==> config.mk <==
export PLATFORM = sky130hd
export DESIGN_NAME = i2c_display_write_master_core
export DESIGN_NICKNAME = d
export VERILOG_FILES = /design/src/design/i2cdw_pkg.sv /design/src/design/i2cdw_step.sv /design/src/design/i2cdw_ctrl.sv /design/src/design/i2c_display_write_master_core.sv
export VERILOG_INCLUDE_DIRS = /design/src /design/src/design
export SDC_FILE = /design/constraint.sdc
export NUM_CORES = 1
export LEC_CHECK = 0
export ABC_AREA = 1
export BUFFER_PORTS_ARGS = -buffer_cell sky130_fd_sc_hd__buf_4
export CORE_MARGIN = 2
export CORE_UTILIZATION = 61
export DETAILED_ROUTE_END_ITERATION = 10
export PLACE_DENSITY = 0.82
export SYNTH_ARGS = -nofsm -noshare
export SYNTH_HDL_FRONTEND = slang
export SYNTH_SLANG_ARGS = --single-unit
==> constraint.sdc <==
create_clock -name clk -period 8.4 [get_ports clk]
set_clock_uncertainty 0.15 [all_clocks]
set_input_delay 1.26 -clock clk [delete_from_list [all_inputs] [get_ports clk]]
set_output_delay 1.26 -clock clk [all_outputs]
set_load 0.03 [all_outputs]
==> src/design/assert_macros.svh <==
// Assertion helpers shared by the RTL.
`ifndef ASSERT_MACROS_SVH
`define ASSERT_MACROS_SVH

// Same-cycle implication, checked out of reset.
`define ASSERT_IMPLY(label, clk, rst_n, ante, cons) \
  label: assert property (@(posedge clk) disable iff (!rst_n) (ante) |-> (cons)) \
    else $error("assertion failed");

// Next-cycle implication, checked out of reset.
`define ASSERT_NEXT(label, clk, rst_n, ante, cons) \
  label: assert property (@(posedge clk) disable iff (!rst_n) (ante) |=> (cons)) \
    else $error("assertion failed");

`endif

==> src/design/i2cdw_pkg.sv <==
package i2cdw_pkg;

  localparam int unsigned StepW = 7;

  localparam logic [StepW-1:0] LastStep   = 7'd88;
  localparam logic [StepW-1:0] StartSteps = 7'd4;
  localparam logic [StepW-1:0] ByteSteps  = 7'd27;
  localparam logic [StepW-1:0] StopFirst  = 7'd85;

  localparam logic [7:0] CtrlCmd   = 8'h00;
  localparam logic [7:0] CtrlData  = 8'h40;
  localparam logic [7:0] AddrReset = 8'h78;

  typedef enum logic {
    ACT_TICK = 1'b0,
    ACT_SEND = 1'b1
  } action_t;

  typedef struct packed {
    logic scl;
    logic sda;
  } lines_t;

  typedef struct packed {
    logic refused;
    logic done;
    logic busy;
    logic sda;
    logic scl;
  } result_t;

endpackage

==> src/design/i2cdw_step.sv <==
module i2cdw_step (
  input  logic [i2cdw_pkg::StepW-1:0] step,
  input  logic [7:0]                  address_byte,
  input  logic                        held_is_data,
  input  logic [7:0]                  held_payload,
  input  i2cdw_pkg::lines_t           lines_cur,
  output i2cdw_pkg::lines_t           lines_nxt
);

  logic [i2cdw_pkg::StepW-1:0] t;
  logic [i2cdw_pkg::StepW-1:0] r_full;
  logic [4:0]                  r;
  logic [1:0]                  byte_sel;
  logic [9:0]                  r_mul;
  logic [2:0]                  bit_pos;
  logic [4:0]                  bit_x3;
  logic [1:0]                  phase;
  logic [7:0]                  cur_byte;
  logic [1:0]                  stop_ph;

  always_comb begin
    t = step - i2cdw_pkg::StartSteps;
    if (t >= 7'(2 * i2cdw_pkg::ByteSteps)) begin
      byte_sel = 2'd2;
      r_full   = t - 7'(2 * i2cdw_pkg::ByteSteps);
    end else if (t >= i2cdw_pkg::ByteSteps) begin
      byte_sel = 2'd1;
      r_full   = t - i2cdw_pkg::ByteSteps;
    end else begin
      byte_sel = 2'd0;
      r_full   = t;
    end
    r       = r_full[4:0];
    r_mul   = 10'(r) * 10'd11;
    bit_pos = r_mul[7:5];
    bit_x3  = {1'b0, bit_pos, 1'b0} + {2'b00, bit_pos};
    phase   = 2'(r - bit_x3);

    case (byte_sel)
      2'd0:    cur_byte = address_byte;
      2'd1:    cur_byte = held_is_data ? i2cdw_pkg::CtrlData : i2cdw_pkg::CtrlCmd;
      default: cur_byte = held_payload;
    endcase

    stop_ph   = 2'(step - i2cdw_pkg::StopFirst);
    lines_nxt = lines_cur;

    if (step < i2cdw_pkg::StartSteps) begin
      case (step[1:0])
        2'd0:    lines_nxt.scl = 1'b1;
        2'd1:    lines_nxt.sda = 1'b1;
        2'd2:    lines_nxt.sda = 1'b0;
        default: lines_nxt.scl = 1'b0;
      endcase
    end else if (step < i2cdw_pkg::StopFirst) begin
      if (r < 5'd24) begin
        case (phase)
          2'd0:    lines_nxt.sda = cur_byte[3'd7 - bit_pos];
          2'd1:    lines_nxt.scl = 1'b1;
          default: lines_nxt.scl = 1'b0;
        endcase
      end else if (r == 5'd24) begin
        lines_nxt.sda = 1'b1;
      end else if (r == 5'd25) begin
        lines_nxt.scl = 1'b1;
      end else begin
        lines_nxt.scl = 1'b0;
      end
    end else begin
      case (stop_ph)
        2'd0:    lines_nxt.scl = 1'b0;
        2'd1:    lines_nxt.sda = 1'b0;
        2'd2:    lines_nxt.scl = 1'b1;
        default: lines_nxt.sda = 1'b1;
      endcase
    end
  end

endmodule

==> src/design/i2cdw_ctrl.sv <==
module i2cdw_ctrl (
  input  logic                clk,
  input  logic                rst_n,
  input  logic                fire,
  input  i2cdw_pkg::action_t  action,
  input  logic [7:0]          payload_byte,
  input  logic                is_data,
  input  logic [7:0]          address_byte,
  output i2cdw_pkg::result_t  result
);

  logic [i2cdw_pkg::StepW-1:0] step_r, step_nxt;
  logic                        active_r, active_nxt;
  logic [7:0]                  payload_r, payload_nxt;
  logic                        is_data_r, is_data_nxt;
  i2cdw_pkg::lines_t           lines_r, lines_nxt;
  i2cdw_pkg::lines_t           lines_step;
  logic [i2cdw_pkg::StepW-1:0] step_cl;
  logic                        done;
  logic                        refused;

  assign step_cl = (step_r > i2cdw_pkg::LastStep) ? i2cdw_pkg::LastStep : step_r;

  i2cdw_step u_step (
    .step         (step_cl),
    .address_byte (address_byte),
    .held_is_data (is_data_r),
    .held_payload (payload_r),
    .lines_cur    (lines_r),
    .lines_nxt    (lines_step)
  );

  always_comb begin
    step_nxt    = step_r;
    active_nxt  = active_r;
    payload_nxt = payload_r;
    is_data_nxt = is_data_r;
    lines_nxt   = lines_r;
    done        = 1'b0;
    refused     = 1'b0;
    if (fire) begin
      if (action == i2cdw_pkg::ACT_SEND) begin
        if (active_r) begin
          refused = 1'b1;
        end else begin
          payload_nxt = payload_byte;
          is_data_nxt = is_data;
          step_nxt    = '0;
          active_nxt  = 1'b1;
        end
      end else if (active_r) begin
        lines_nxt = lines_step;
        if (step_cl >= i2cdw_pkg::LastStep) begin
          active_nxt = 1'b0;
          step_nxt   = '0;
          done       = 1'b1;
        end else begin
          step_nxt = step_cl + 7'd1;
        end
      end
    end
    result.scl     = lines_nxt.scl;
    result.sda     = lines_nxt.sda;
    result.busy    = active_nxt;
    result.done    = done;
    result.refused = refused;
  end

  always_ff @(posedge clk) begin
    if (!rst_n) begin
      step_r    <= '0;
      active_r  <= 1'b0;
      payload_r <= '0;
      is_data_r <= 1'b0;
      lines_r   <= '{scl: 1'b1, sda: 1'b1};
    end else begin
      step_r    <= step_nxt;
      active_r  <= active_nxt;
      payload_r <= payload_nxt;
      is_data_r <= is_data_nxt;
      lines_r   <= lines_nxt;
    end
  end

endmodule

==> src/design/i2c_display_write_master_core.sv <==
// Channel | Direction | Handshake              | Payload
// in_     | slave     | in_tvalid / in_tready   | tdata: payload_byte; tuser: action, is_data
// out_    | master    | out_tvalid / out_tready | tdata: scl, sda, busy, done, refused
// cfg_    | slave     | cfg_valid / cfg_ready   | cfg_data: address byte
//
// Each item goes from input transfer to result through the input register and then
// through the pin-step logic into the result register.
// One item is accepted per cycle while the result side keeps taking transfers.
// Reset is synchronous; afterwards both lines read released and the block is idle.
// A stalled result holds the pipeline; the input register still takes one further transfer.
`include "assert_macros.svh"

module i2c_display_write_master_core (
  input  logic       clk,
  input  logic       rst_n,
  input  logic       in_tvalid,
  output logic       in_tready,
  input  logic [7:0] in_tdata,   // [7:0] payload_byte
  input  logic [1:0] in_tuser,   // [0] action, [1] is_data
  output logic       out_tvalid,
  input  logic       out_tready,
  output logic [7:0] out_tdata,  // [0] scl_level, [1] sda_level, [2] busy_res,
                                 // [3] transfer_done, [4] request_refused, [7:5] zero
  input  logic       cfg_valid,
  output logic       cfg_ready,
  input  logic [7:0] cfg_data
);

  logic               in_valid_r;
  logic [7:0]         in_payload_r;
  logic [1:0]         in_user_r;
  logic               out_valid_r, out_valid_nxt;
  i2cdw_pkg::result_t out_res_r;
  i2cdw_pkg::result_t res;
  logic [7:0]         addr_r;
  logic               advance;

  assign advance   = in_valid_r && (!out_valid_r || out_tready);
  assign in_tready = !in_valid_r || advance;
  assign cfg_ready = 1'b1;

  i2cdw_ctrl u_ctrl (
    .clk          (clk),
    .rst_n        (rst_n),
    .fire         (advance),
    .action       (i2cdw_pkg::action_t'(in_user_r[0])),
    .payload_byte (in_payload_r),
    .is_data      (in_user_r[1]),
    .address_byte (addr_r),
    .result       (res)
  );

  always_comb begin
    out_valid_nxt = out_valid_r;
    if (advance) begin
      out_valid_nxt = 1'b1;
    end else if (out_tready) begin
      out_valid_nxt = 1'b0;
    end
  end

  always_ff @(posedge clk) begin
    if (!rst_n) begin
      in_valid_r  <= 1'b0;
      out_valid_r <= 1'b0;
      addr_r      <= i2cdw_pkg::AddrReset;
    end else begin
      if (in_tready) begin
        in_valid_r <= in_tvalid;
      end
      out_valid_r <= out_valid_nxt;
      if (cfg_valid && cfg_ready) begin
        addr_r <= cfg_data;
      end
    end
  end

  always_ff @(posedge clk) begin
    if (in_tvalid && in_tready) begin
      in_payload_r <= in_tdata;
      in_user_r    <= in_tuser;
    end
    if (advance) begin
      out_res_r <= res;
    end
  end

  assign out_tvalid = out_valid_r;
  assign out_tdata  = {3'b000, out_res_r};

  `ASSERT_IMPLY(a_refused_busy, clk, rst_n, out_valid_r && out_res_r.refused, out_res_r.busy)
  `ASSERT_IMPLY(a_done_idle, clk, rst_n, out_valid_r && out_res_r.done,
                !out_res_r.busy && out_res_r.scl && out_res_r.sda)
  `ASSERT_IMPLY(a_idle_released, clk, rst_n, out_valid_r && !out_res_r.busy,
                out_res_r.scl && out_res_r.sda)
  `ASSERT_NEXT(a_advance_result, clk, rst_n, advance, out_valid_r)

endmodule

# After elaboration in Yosys (flattened, before gate mapping)
# Cells that the tools add are included.
[op_classes] mul=1 bitwise_logic=1 n_lt_le_gt_ge=8 n_reduce_logical=17 n_eq_ne=9 add_sub_neg=8 n_mux=36
[op_table] operator="2-to-1 mux 7 bit" n=6
[op_table] operator="case mux 8 bit (2 select lines)" n=1
[op_table] operator="2-to-1 mux 1 bit" n=14
[op_table] operator="2-to-1 mux 2 bit" n=7
[op_table] operator="== test 5 bit (second input constant)" n=2
[op_table] operator="2-to-1 mux 5 bit" n=2
[op_table] operator="case mux 1 bit (2 select lines)" n=5
[op_table] operator="subtractor 5 bit (second input constant)" n=2
[op_table] operator="== test 2 x 1 -> 1 bit (second input constant)" n=4
[op_table] operator="logical NOT 2 bit" n=4
[op_table] operator="multiplier 5 x 4 -> 8 bit (second input constant)" n=1
[op_table] operator="adder 7 x 1 -> 7 bit (second input constant)" n=1
[op_table] operator=">= comparator 7 x 5 -> 1 bit (second input constant)" n=1
[op_table] operator=">= comparator 7 x 6 -> 1 bit (second input constant)" n=1
[op_table] operator=">= comparator 7 bit (second input constant)" n=1
[op_table] operator="> comparator 7 bit (second input constant)" n=1
[op_table] operator="less-than comparator 7 x 3 -> 1 bit (second input constant)" n=1
[op_table] operator="less-than comparator 7 bit (second input constant)" n=1
[op_table] operator="subtractor 7 x 3 -> 7 bit (second input constant)" n=1
[op_table] operator="AND reduction 3 bit" n=2
[op_table] operator="OR reduction 2 bit" n=3
[op_table] operator="less-than comparator 5 bit (second input constant)" n=1
[op_table] operator="== test 2 bit (second input constant)" n=2
[op_table] operator="less-than comparator 3 x 4 -> 1 bit (second input constant)" n=1
[op_table] operator="other kinds (11)" n=15
[word_totals] input_bits=23 ff_bits=44

# Longest topological paths before layout
# Gate-level depths: netlist (run 1).
[logic_depth] ltp_word=17 ltp_mapped=41 depth_no_buf=41

# Cells and area by module
# Synthesis (run 1) repeated with hierarchy kept, for this count alone.
[hier_totals] hier_cells=438 hier_area_um2=3138.0
[modules_own_cells] module="i2cdw_step" cells_each=225 instances=1 seq_area_each_um2=0.0 area_per_inst_um2=1268.7
[modules_own_cells] module="i2cdw_ctrl" cells_each=144 instances=1 seq_area_each_um2=380.4 area_per_inst_um2=992.2
[modules_own_cells] module="i2c_display_write_master_core" cells_each=69 instances=1 seq_area_each_um2=650.6 area_per_inst_um2=877.1

# Least setup slack after synthesis (run 1)
# OpenSTA, ideal clock, no wires.
[synth_path] path_kind="register to register" start="register u_ctrl.step_r[3] (netlist name)" end="register out_res_r, in the netlist out_tdata[1], data pin" synth_period_minus_slack_ns=5.195 path_slack_ns=3.205 stages_incl_launch_ff=38 arrival_ns=4.791 required_time_ns=7.997 path_cell_list="dfxtp_1 nand2_2 clkinv_1 nand3_2 nand2_4 inv_1 nor2_1 inv_1 ha_1 inv_1 nor2_1 nand2_1 nand2_4 nor2_4 nand2_8 nand2_4 inv_2 nand2_1 [2 not listed] ha_1 inv_1 fa_1 inv_1 ha_1 or2_2 nand3_2 nand3_2 inv_1 nand3_1 nand2_1 nand2_1 nand2_1 nand3_1 nand2_1 nand2_1 nand2_1 nand2_1"
[synth_lines] element="from (decl)" line="i2cdw_ctrl.sv:12" source="logic [i2cdw_pkg::StepW-1:0] step_r, step_nxt;"
[synth_lines] element="from (signal assigned)" line="i2cdw_ctrl.sv:77" source="step_r <= step_nxt;"
[synth_lines] element="to (signal assigned)" line="i2c_display_write_master_core.sv:84" source="out_res_r <= res;"
[synth_lines] element="to (decl)" line="i2c_display_write_master_core.sv:33" source="i2cdw_pkg::result_t out_res_r;"

==> impl_metrics.tcl, run 1 <==
set metrics [dict create \
    cts_hold_buf 0 \
    wl_met1_mm 3.032 \
    avgViaCountPerCell 5.148 \
    syn_area_um2 3134 \
    synthesis.yosys.warnings 0 \
    num_vias 2610 \
    synth_enable_flop_cells 15 \
    switching_share_pct 25.73 \
    power_switching_w 0.0001195 \
    first_pass_iters 4 \
    synth_top_area_share_pct 18.52 \
    p_per_area_nw_per_um2 132.7 \
    postRouteAntennaNets 0 \
    dpl.hpwl_mm 5.030 \
    crit_path_max_fanout 14 \
    synthFlopType "dfxtp_1" \
    area_growth_pct 11.62 \
    grt_overflow 0 \
    worstReg2RegEnd "out_tdata[1]$_DFFE_PP_" \
    clock_power_share_pct 35.4 \
    hold_viol_final 0 \
    synth_area_leaders "dfxtp_1 19%, edfxtp_1 14%, nand2_1 10%, ha_1 10%, inv_1 6.9%" \
    insertion_delay_ns 0.30 \
    ff2ff_setup_slack_ns 2.48 \
    antenna_cells 0 \
    fin_nets 485 \
    pwr-share-seq_pct 50.4 \
    drt_iter0_drc 116 \
    placementRows 26 \
    crit_slowest_cell "fa_1" \
    grt_pass1_wl_mm 10.58 \
    cts_resized 0 \
    seq_area_frac_synth_pct 32.89 \
    avgSynthCellArea_um2 7.663 \
    clock-sinks 44 \
    status "completed" \
    io_pins 34 \
    setup_viol 0 \
    crit_start "u_ctrl.step_r[3]$_SDFFE_PN0P_" \
    wl_met3_um 215 \
    comb_power_share_pct 14.1 \
    rsz0062_at_grt "no" \
    final.fill_count 414 \
    synthArstFlopShare_pct 0 \
    yosys_register_bits 44 \
    htree_levels 2 \
    grt_pass1_vias 2390 \
    core_um2 5042 \
    drc 0 \
    top_layer "met4" \
    yosysTopAreaCell "dfxtp_1" \
    dieArea_um2 5727 \
    start_kind "flip-flop" \
    crit_path_end "out_tdata[1]$_DFFE_PP_" \
    layout-drive-gt1-share_pct 20.37 \
    grt_usage_pct 24.36 \
    post_cts_buffers 0 \
    wl_met2_mm 2.916 \
    grt_antenna_before_repair 0 \
    cpPeakStageDelay_ns 0.49 \
    cts_tree "built" \
    cp.arrival_ns 5.82 \
    io_buffers 29 \
    critPathKind "reg2reg" \
    p_leak_nw 1.658 \
    cts_root_buf "clkbuf_8" \
    r2r-start "u_ctrl.step_r[3]$_SDFFE_PN0P_" \
    die_h_um 75.68 \
    start_util_pct 62.16 \
    ir_drop_mv 0.1153 \
    routabilityCongestion 0.9212 \
    wl_per_cell_um 12.34 \
    cts_made_buffers 5 \
    end_kind "flip-flop" \
    utilization_pct 69.38 \
    tightestPinTransition_ns 0.7449 \
    slew_viol_final 0 \
    fin_crit_sh_pct 70.45 \
    clkTransAtPathRegs_ns 0.09 \
    slew_headroom_pct 49.96 \
    required_ns 8.30 \
    synth_common_cells "85 x nand2_1, 58 x inv_1, 29 x dfxtp_1" \
    cts_buffer_depth 2 \
    grt_max_degree 20 \
    hp-class "reg2reg" \
    cell_internal_pwr_w 0.0003449 \
    postSynthCellCount 409 \
    reg2reg_depth 36 \
    cpMostUsedCell "nand2_1" \
    yosysMostFrequentCell "nand2_1" \
    power_w 0.0004644 \
    die_w_um 75.68 \
    fmax_mhz 169.0 \
    synth_cell_types 47 \
    min_period_ns 5.917 \
    maxCapViolations 0 \
    tns_ns 0 \
    drt-total-wl_mm 6.258 \
]
==> metal layers <==
layer,up-vias,GRT usage [%]
met5,-,0
met2,49,39.13
met3,9,3.439
met4,0,8.577
met1,1174,33.72
li1,1378,-
==> final cells by class <==
class | instances | area, um^2 | area share [%]
clock buffers | 5 | 68.82 | 1.967
flip-flops and latches | 44 | 1031 | 29.47
well taps | 70 | 87.58 | 2.504
repair buffers | 29 | 217.7 | 6.223
multi-input cells | 290 | 1799 | 51.43
inverters | 66 | 247.7 | 7.082
clock inverters | 3 | 46.29 | 1.323
==> through the flow <==
| stage | hold WS, ns | area, um^2 | std cells | setup WS, ns |
|---|---|---|---|---|
| after floorplan | 0.2746 | 3142 | 411 | 3.205 |
| after global placement | 0.2976 | 3383 | 499 | 2.752 |
| after detailed placement | 0.2948 | 3383 | 499 | 2.552 |
| after CTS | 0.3176 | 3498 | 507 | 2.486 |
| after global routing | 0.3445 | 3498 | 507 | 1.884 |
| final | 0.3098 | 3498 | 507 | 2.483 |
==> flip-flops by register name, summed over array words and instances (netlist names) <==
name and cells:
u_ctrl.payload_r 8, u_ctrl.is_data_r 1, u_ctrl.active_r 1, u_ctrl.step_r 7, out_tdata 5, addr_r 8
in_payload_r 8, out_tvalid 1, in_user_r 2, u_ctrl.lines_r 2, in_valid_r 1
==> power groups by stage <==
| stage | clock (W) | combinational, W | sequential [W] |
|---|---|---|---|
| after floorplan | 0 | 0.0000462 | 0.000240 |
| after global placement | 0 | 0.0000637 | 0.000239 |
| after detailed placement | 0 | 0.0000653 | 0.000239 |
| after CTS | 0.000167 | 0.0000654 | 0.000234 |
| after global routing | 0.000175 | 0.0000754 | 0.000235 |
| final | 0.000165 | 0.0000657 | 0.000234 |
==> worst min-delay path by stage <==
stage,from,end,depth (start not counted)
global route,addr_r[4]$_SDFFE_PN1P_,addr_r[4]$_SDFFE_PN1P_,2
CTS,addr_r[4]$_SDFFE_PN1P_,addr_r[4]$_SDFFE_PN1P_,2
global placement,addr_r[4]$_SDFFE_PN1P_,addr_r[4]$_SDFFE_PN1P_,2
finish,u_ctrl.payload_r[7]$_SDFFE_PN0P_,u_ctrl.payload_r[7]$_SDFFE_PN0P_,2
detailed placement,addr_r[4]$_SDFFE_PN1P_,addr_r[4]$_SDFFE_PN1P_,2
floorplan,u_ctrl.payload_r[0]$_SDFFE_PN0P_,u_ctrl.payload_r[0]$_SDFFE_PN0P_,2
==> critical path, delay by kind of cell, from the launching register on <==
family | cells | cell delay (ns)
and+or+nand+nor | 22 | 2.52
AOI/OAI and AO/OA | 1 | 0.12
adders and majority gates | 4 | 1.38
buffers and inverters | 8 | 0.70
xor gates and xnor gates | 1 | 0.32
DFF | 1 | 0.44
==> placed cells by master (no fill, tap or decap), types with 2 or more instances in the layout <==
master / instances
conb_1: 4
buf_4: 29
inv_1: 58
o21ai_2: 2
inv_2: 6
nand4_1: 5
nor2_4: 3
xor2_1: 3
o21ai_0: 24
a21oi_1: 27
a22oi_1: 2
clkinv_1: 2
nor2_1: 23
nand2_2: 16
clkbuf_8: 5
nor3_1: 3
o211ai_1: 4
dfxtp_1: 29
nand2_4: 5
or2_2: 2
nand3_1: 28
ha_1: 25
nand2_1: 85
nand3_2: 7
edfxtp_1: 15
o21ai_1: 2
==> kinds of logic (layout without fill, tap and decap cells) <==
family | count (synthesis) | count (layout) | share of synthesized area [%]
AND/OR/NAND/NOR | 186 | 186 | 31.38
AO/OA/AOI/OAI | 70 | 70 | 13.57
adder cells (fa/ha/maj) | 26 | 26 | 10.62
XOR/XNOR | 4 | 4 | 1.358
flip-flops | 44 | 44 | 32.89
other | 2 | 4 | 0.2396
buffers and inverters | 77 | 103 | 9.940
Note: power is estimated with default switching activity, not from simulation.
==> inputs of run 2 (changes only) <==
--- a/config.mk
+++ b/config.mk
@@ -9,9 +9,9 @@
 export ABC_AREA = 1
 export BUFFER_PORTS_ARGS = -buffer_cell sky130_fd_sc_hd__buf_4
 export CORE_MARGIN = 2
-export CORE_UTILIZATION = 61
+export CORE_UTILIZATION = 59
 export DETAILED_ROUTE_END_ITERATION = 10
-export PLACE_DENSITY = 0.82
+export PLACE_DENSITY = 0.8
 export SYNTH_ARGS = -nofsm -noshare
 export SYNTH_HDL_FRONTEND = slang
 export SYNTH_SLANG_ARGS = --single-unit
==> constraint.sdc (replaced) <==
create_clock -name clk -period 5.47 [get_ports clk]
set_clock_uncertainty 0.15 [all_clocks]
set_input_delay 0.8205 -clock clk [delete_from_list [all_inputs] [get_ports clk]]
set_output_delay 0.8205 -clock clk [all_outputs]
set_load 0.03 [all_outputs]
==> run 2 against run 1 <==
  * Register-to-register slack got worse by 2.1 ns
  * Core utilization increased by 3.1 points
  * Cell count increased by 3.2%
  * Routed wire length increased by 16%
  * Worst hold slack improved by 0.0077 ns
  * Largest cell class unchanged
  * Clock power increased by 53%
  * Sequential power increased by 53%
  * First-iteration DRC count increased by 44%
  * Final area increased by 5.8%
  * Total power increased by 55%
  * Maximum frequency increased by 15%
  * Critical path depth unchanged
==> impl_metrics.tcl, run 2 (same netlist as run 1, synthesis figures left out) <==
set metrics [dict create \
    p_per_area_nw_per_um2 194.7 \
    cell_internal_pwr_w 0.0005321 \
    cts_buffer_depth 2 \
    final.fill_count 407 \
    num_vias 2795 \
    die_h_um 76.89 \
    die_w_um 76.89 \
    wl_per_cell_um 13.88 \
    first_pass_iters 4 \
    hold-worst-slack_ns 0.3175 \
    cp.arrival_ns 5.03 \
    ir_drop_mv 0.2599 \
    reg2reg_depth 36 \
    io_buffers 29 \
    crit_start "u_ctrl.step_r[2]$_SDFFE_PN0P_" \
    crit_path_max_fanout 6 \
    dpl.hpwl_mm 5.385 \
    setup_viol 0 \
    p_leak_nw 1.734 \
    pwr-share-seq_pct 49.9 \
    crit_slowest_cell "fa_1" \
    clkTransAtPathRegs_ns 0.08 \
    comb_power_share_pct 15.0 \
    placementRows 26 \
    hold_viol_final 0 \
    insertion_delay_ns 0.30 \
    htree_levels 2 \
    crit_path_end "out_tdata[1]$_DFFE_PP_" \
    status "completed" \
    drc 0 \
    area_growth_pct 18.04 \
    cpPeakStageDelay_ns 0.52 \
    cp_top_family "simple AND/OR/NAND/NOR gates" \
    drt-total-wl_mm 7.259 \
    power_switching_w 0.0001881 \
    clock-sinks 44 \
    cts_hold_buf 0 \
    critPathKind "reg2reg" \
    maxCapViolations 0 \
    avgViaCountPerCell 5.344 \
    fin_nets 501 \
    cts_made_buffers 5 \
    grt_max_degree 20 \
    antenna_cells 0 \
    end_kind "flip-flop" \
    ff2ff_setup_slack_ns 0.34 \
    utilization_pct 72.44 \
    cpMostUsedCell "nand2_1" \
    clock_power_share_pct 35.1 \
    tns_ns 0 \
    worstReg2RegEnd "out_tdata[1]$_DFFE_PP_" \
    r2r-start "u_ctrl.step_r[2]$_SDFFE_PN0P_" \
    switching_share_pct 26.11 \
    grt_usage_pct 24.82 \
    slew_viol_final 0 \
    final_common_cell "nand2_1" \
    drt_iter0_drc 167 \
    tightestPinTransition_ns 0.7626 \
    hp-class "reg2reg" \
    grt_pass1_vias 2734 \
    routabilityCongestion 0.8817 \
    layout-drive-gt1-share_pct 27.15 \
    required_ns 5.37 \
    fin_crit_sh_pct 93.81 \
    path_buf_inv 7 \
    start_util_pct 61.37 \
    crit_cells 36 \
    min_period_ns 5.131 \
    power_w 0.0007202 \
    io_pins 34 \
    grt_pass1_wl_mm 12.10 \
    grt_antenna_before_repair 0 \
    dieArea_um2 5911 \
    slew_headroom_pct 48.77 \
    start_kind "flip-flop" \
    core_um2 5107 \
    largest_registers "addr_r x8, in_payload_r x8, u_ctrl.payload_r x8" \
    postRouteAntennaNets 0 \
    fmax_mhz 194.9 \
    cts_tree "built" \
    cts_root_buf "clkbuf_8" \
    layout_common_cells "84 x nand2_1, 52 x inv_1, 43 x buf_4" \
    grt_overflow 0 \
]
==> run 2: cell types whose count changed in the layout (fill, tap and decap cells not counted), moves of 3 or more <==
cell / previous run / this run
inv_2: 6 / 11
buf_4: 29 / 43
dfxtp_1: 29 / 26
inv_1: 58 / 52
ha_1: 25 / 22
==> run 2: power by group through the flow <==
stage	clock (W)	combinational [W]	sequential (W)
global route	0.000265	0.000121	0.000361
floorplan	0	0.0000709	0.000368
CTS	0.000256	0.000103	0.000360
global placement	0	0.0000985	0.000366
finish	0.000253	0.000108	0.000359
detailed placement	0	0.000102	0.000367
==> run 2: layout make-up <==
class | instances | area, um^2 | share of cell area (%)
Timing Repair Buffer | 45 | 345.3 | 9.334
Multi-Input combinational cell | 290 | 1861 | 50.29
Inverter | 66 | 251.5 | 6.797
Sequential cell | 44 | 1040 | 28.10
Clock buffer | 5 | 68.82 | 1.860
Tap cell | 70 | 87.58 | 2.367
Clock inverter | 3 | 46.29 | 1.251
==> run 2: through the flow <==
step                setup WS (ns)  cells  cell area, um^2
detailed placement        0.01687    507             3443
CTS                       0.09231    515             3558
global route            -0.001977    523             3700
global placement           0.2382    507             3443
finish                     0.3386    523             3700
floorplan                  0.2755    411             3142
==> run 2: worst min path at each step <==
| stage | from | end | cells past startpoint |
|---|---|---|---|
| 2_1_floorplan | u_ctrl.payload_r[0]$_SDFFE_PN0P_ | u_ctrl.payload_r[0]$_SDFFE_PN0P_ | 2 |
| 3_3_place_gp | addr_r[3]$_SDFFE_PN1P_ | addr_r[3]$_SDFFE_PN1P_ | 2 |
| 3_5_place_dp | addr_r[3]$_SDFFE_PN1P_ | addr_r[3]$_SDFFE_PN1P_ | 2 |
| 4_1_cts | u_ctrl.payload_r[4]$_SDFFE_PN0P_ | u_ctrl.payload_r[4]$_SDFFE_PN0P_ | 2 |
| 5_1_grt | u_ctrl.payload_r[7]$_SDFFE_PN0P_ | u_ctrl.payload_r[7]$_SDFFE_PN0P_ | 2 |
| 6_report | u_ctrl.payload_r[7]$_SDFFE_PN0P_ | u_ctrl.payload_r[7]$_SDFFE_PN0P_ | 2 |
==> run 2: layer usage <==
metal  share of wire [%]  track usage, %
met1                  43           30.57
met2                  52           45.61
met3                 4.1           3.412
met4                0.91           5.818
met5                   0               0
==> run 2: what timing repair did <==
action	in CTS	in global routing
setup buffers	0	8
resized for setup	1	25
pin swaps	0	7
setup endpoints to repair	1	4
cloned	0	0
==> run 2: worst reg2reg max path, delay by kind of cell (launching register included) <==
| family | cells | cell delay (ns) |
|---|---|---|
| AND/OR/NAND/NOR | 23 | 2.29 |
| adder cells (fa/ha/maj) | 4 | 1.26 |
| flip-flops | 1 | 0.38 |
| AO/OA/AOI/OAI | 1 | 0.07 |
| XOR/XNOR | 1 | 0.18 |
| buffers and inverters | 7 | 0.55 |
==> inputs of run 3 (changes only) <==
--- a/config.mk
+++ b/config.mk
@@ -12,6 +12,7 @@
 export CORE_UTILIZATION = 59
 export DETAILED_ROUTE_END_ITERATION = 10
 export PLACE_DENSITY = 0.8
+export REMOVE_ABC_BUFFERS = 1
 export SYNTH_ARGS = -nofsm -noshare
 export SYNTH_HDL_FRONTEND = slang
 export SYNTH_SLANG_ARGS = --single-unit
==> run 3 against run 2 <==
  * Non-clock buffer count decreased by 1
  * Core utilization decreased by 0.34 points
  * Cell count fell by 0.19%
  * Worst hold slack about the same
  * Global-route usage decreased by 1.5 points
  * Total power shrank 0.82%
  * Via count fell by 3.1%
  * First-iteration DRC count down 29%
  * Largest power group unchanged
==> impl_metrics.tcl, run 3 (same netlist as run 1, synthesis figures left out) <==
set metrics [dict create \
    grt_overflow 0 \
    routabilityCongestion 0.9309 \
    antenna_cells 0 \
    stdcell_area_um2 3682 \
    cpPeakStageDelay_ns 0.50 \
    insertion_delay_ns 0.30 \
    ff2ff_setup_slack_ns 0.40 \
    final.fill_count 409 \
    hold_viol_final 0 \
    cts_made_buffers 5 \
    area_growth_pct 17.48 \
    num_vias 2707 \
    final_cell_count_no_fill 522 \
    hp-class "reg2reg" \
    dpl.hpwl_mm 5.040 \
    required_ns 5.38 \
    io_buffers 29 \
    die_h_um 76.89 \
    grt_antenna_before_repair 0 \
    start_kind "flip-flop" \
    clkTransAtPathRegs_ns 0.09 \
    drc 0 \
    status "completed" \
    grt_pass1_vias 2580 \
    layout-drive-gt1-share_pct 26.99 \
    power_switching_w 0.0001830 \
    grt_pass1_wl_mm 11.23 \
    crit_path_max_fanout 6 \
    switching_share_pct 25.61 \
    crit_start "u_ctrl.step_r[3]$_SDFFE_PN0P_" \
    ir_drop_mv 0.2120 \
    comb_power_share_pct 14.6 \
    crit_slowest_cell "fa_1" \
    fin_ws_ns 0.4010 \
    dieArea_um2 5911 \
    core_um2 5107 \
    min_period_ns 5.069 \
    tightestPinTransition_ns 0.6994 \
    first_pass_iters 4 \
    fin_crit_sh_pct 92.67 \
    placementRows 26 \
    postRouteAntennaNets 0 \
    slew_viol_final 0 \
    avgViaCountPerCell 5.186 \
    setup_viol 0 \
    layout_common_cells "84 x nand2_1, 54 x inv_1, 43 x buf_4" \
    largest_registers "addr_r x8, in_payload_r x8, u_ctrl.payload_r x8" \
    r2r-start "u_ctrl.step_r[3]$_SDFFE_PN0P_" \
    htree_levels 2 \
    utilization_pct 72.10 \
    cell_internal_pwr_w 0.0005313 \
    end_kind "flip-flop" \
    fin_nets 500 \
    grt_max_degree 20 \
    maxCapViolations 0 \
    place_worst_setup_slack_ns 0.04964 \
    p_per_area_nw_per_um2 194.0 \
    die_w_um 76.89 \
    cts_tree "built" \
    crit_path_end "out_tdata[1]$_DFFE_PP_" \
    slew_headroom_pct 53.01 \
    critPathKind "reg2reg" \
    pwr-share-seq_pct 50.3 \
    cp.arrival_ns 4.97 \
    placed_cells 508 \
    placed_area_um2 3451 \
    p_leak_nw 1.736 \
    grt_usage_pct 23.31 \
    io_pins 34 \
    clock-sinks 44 \
    clock_power_share_pct 35.1 \
    cpMostUsedCell "nand2_1" \
    wl_per_cell_um 12.46 \
    reg2reg_depth 35 \
    worstReg2RegEnd "out_tdata[1]$_DFFE_PP_" \
    cts_buffer_depth 2 \
    start_util_pct 61.37 \
    fmax_mhz 197.3 \
    final_common_cell "nand2_1" \
    drt_iter0_drc 118 \
    cts_root_buf "clkbuf_8" \
    drt-total-wl_mm 6.506 \
]
[run 3: cell types whose count changed in the layout (fill, tap and decap cells not counted), sizes merged]
| cell | before | now |
|---|---|---|
| inv | 64 | 65 |
| clkinvlp | 2 | 1 |
| buf | 45 | 44 |
[run 3: worst min path at each step]
stage	start	to	cells after the start
after floorplan	u_ctrl.payload_r[0]$_SDFFE_PN0P_	u_ctrl.payload_r[0]$_SDFFE_PN0P_	2
after detailed placement	addr_r[3]$_SDFFE_PN1P_	addr_r[3]$_SDFFE_PN1P_	2
after global placement	addr_r[3]$_SDFFE_PN1P_	addr_r[3]$_SDFFE_PN1P_	2
after CTS	addr_r[4]$_SDFFE_PN1P_	addr_r[4]$_SDFFE_PN1P_	2
final	u_ctrl.payload_r[3]$_SDFFE_PN0P_	u_ctrl.payload_r[3]$_SDFFE_PN0P_	2
after global routing	addr_r[4]$_SDFFE_PN1P_	addr_r[4]$_SDFFE_PN1P_	2
[run 3: routing by layer]
metal / GRT usage, % / vias up / part of all wire, %
li1: - / 1409 / -
met1: 30.61 / 1241 / 47
met2: 39.56 / 49 / 49
met3: 3.529 / 8 / 3.3
met4: 7.091 / 0 / 1.3
met5: 0 / - / 0
[run 3: critical path: cells and delay by family, from the launching register on]
kind            cells  cell delay (ns)
compound gates      3             0.44
xor+xnor            1             0.18
fa+ha+maj           4             1.24
buf+inv             7             0.53
flops               1             0.38
simple gates       20             1.90
[run 3: power groups by stage]
stage	clock network (W)	logic [W]	registers, W
2_1_floorplan	0	0.0000661	0.000368
3_3_place_gp	0	0.0000980	0.000367
3_5_place_dp	0	0.000100	0.000367
4_1_cts	0.000252	0.000101	0.000359
5_1_grt	0.000267	0.000118	0.000361
6_report	0.000251	0.000104	0.000359
[run 3: area by class of cell]
cell class                      count  area, um^2  area share, %
Clock inverter                      3       46.29          1.257
Multi-Input combinational cell    290        1858          50.46
Sequential cell                    44        1037          28.17
Timing Repair Buffer               44       334.1          9.072
Tap cell                           70       87.58          2.379
Clock buffer                        5       68.82          1.869
Inverter                           66       250.2          6.796
[run 3: what timing repair did]
action,CTS,global route
buffers inserted,0,6
gates resized for setup,0,23
hold buffers,0,0
setup endpoints to repair,0,4
[run 3: metrics by stage]
step | total power [W] | hold WS [ns] | TNS, ns
global route | 0.0007463 | 0.3470 | -0.008590
finish | 0.0007143 | 0.3177 | 0
floorplan | 0.0004346 | 0.2739 | 0
CTS | 0.0007130 | 0.3242 | 0
detailed placement | 0.0004671 | 0.3020 | 0
global placement | 0.0004647 | 0.2977 | 0
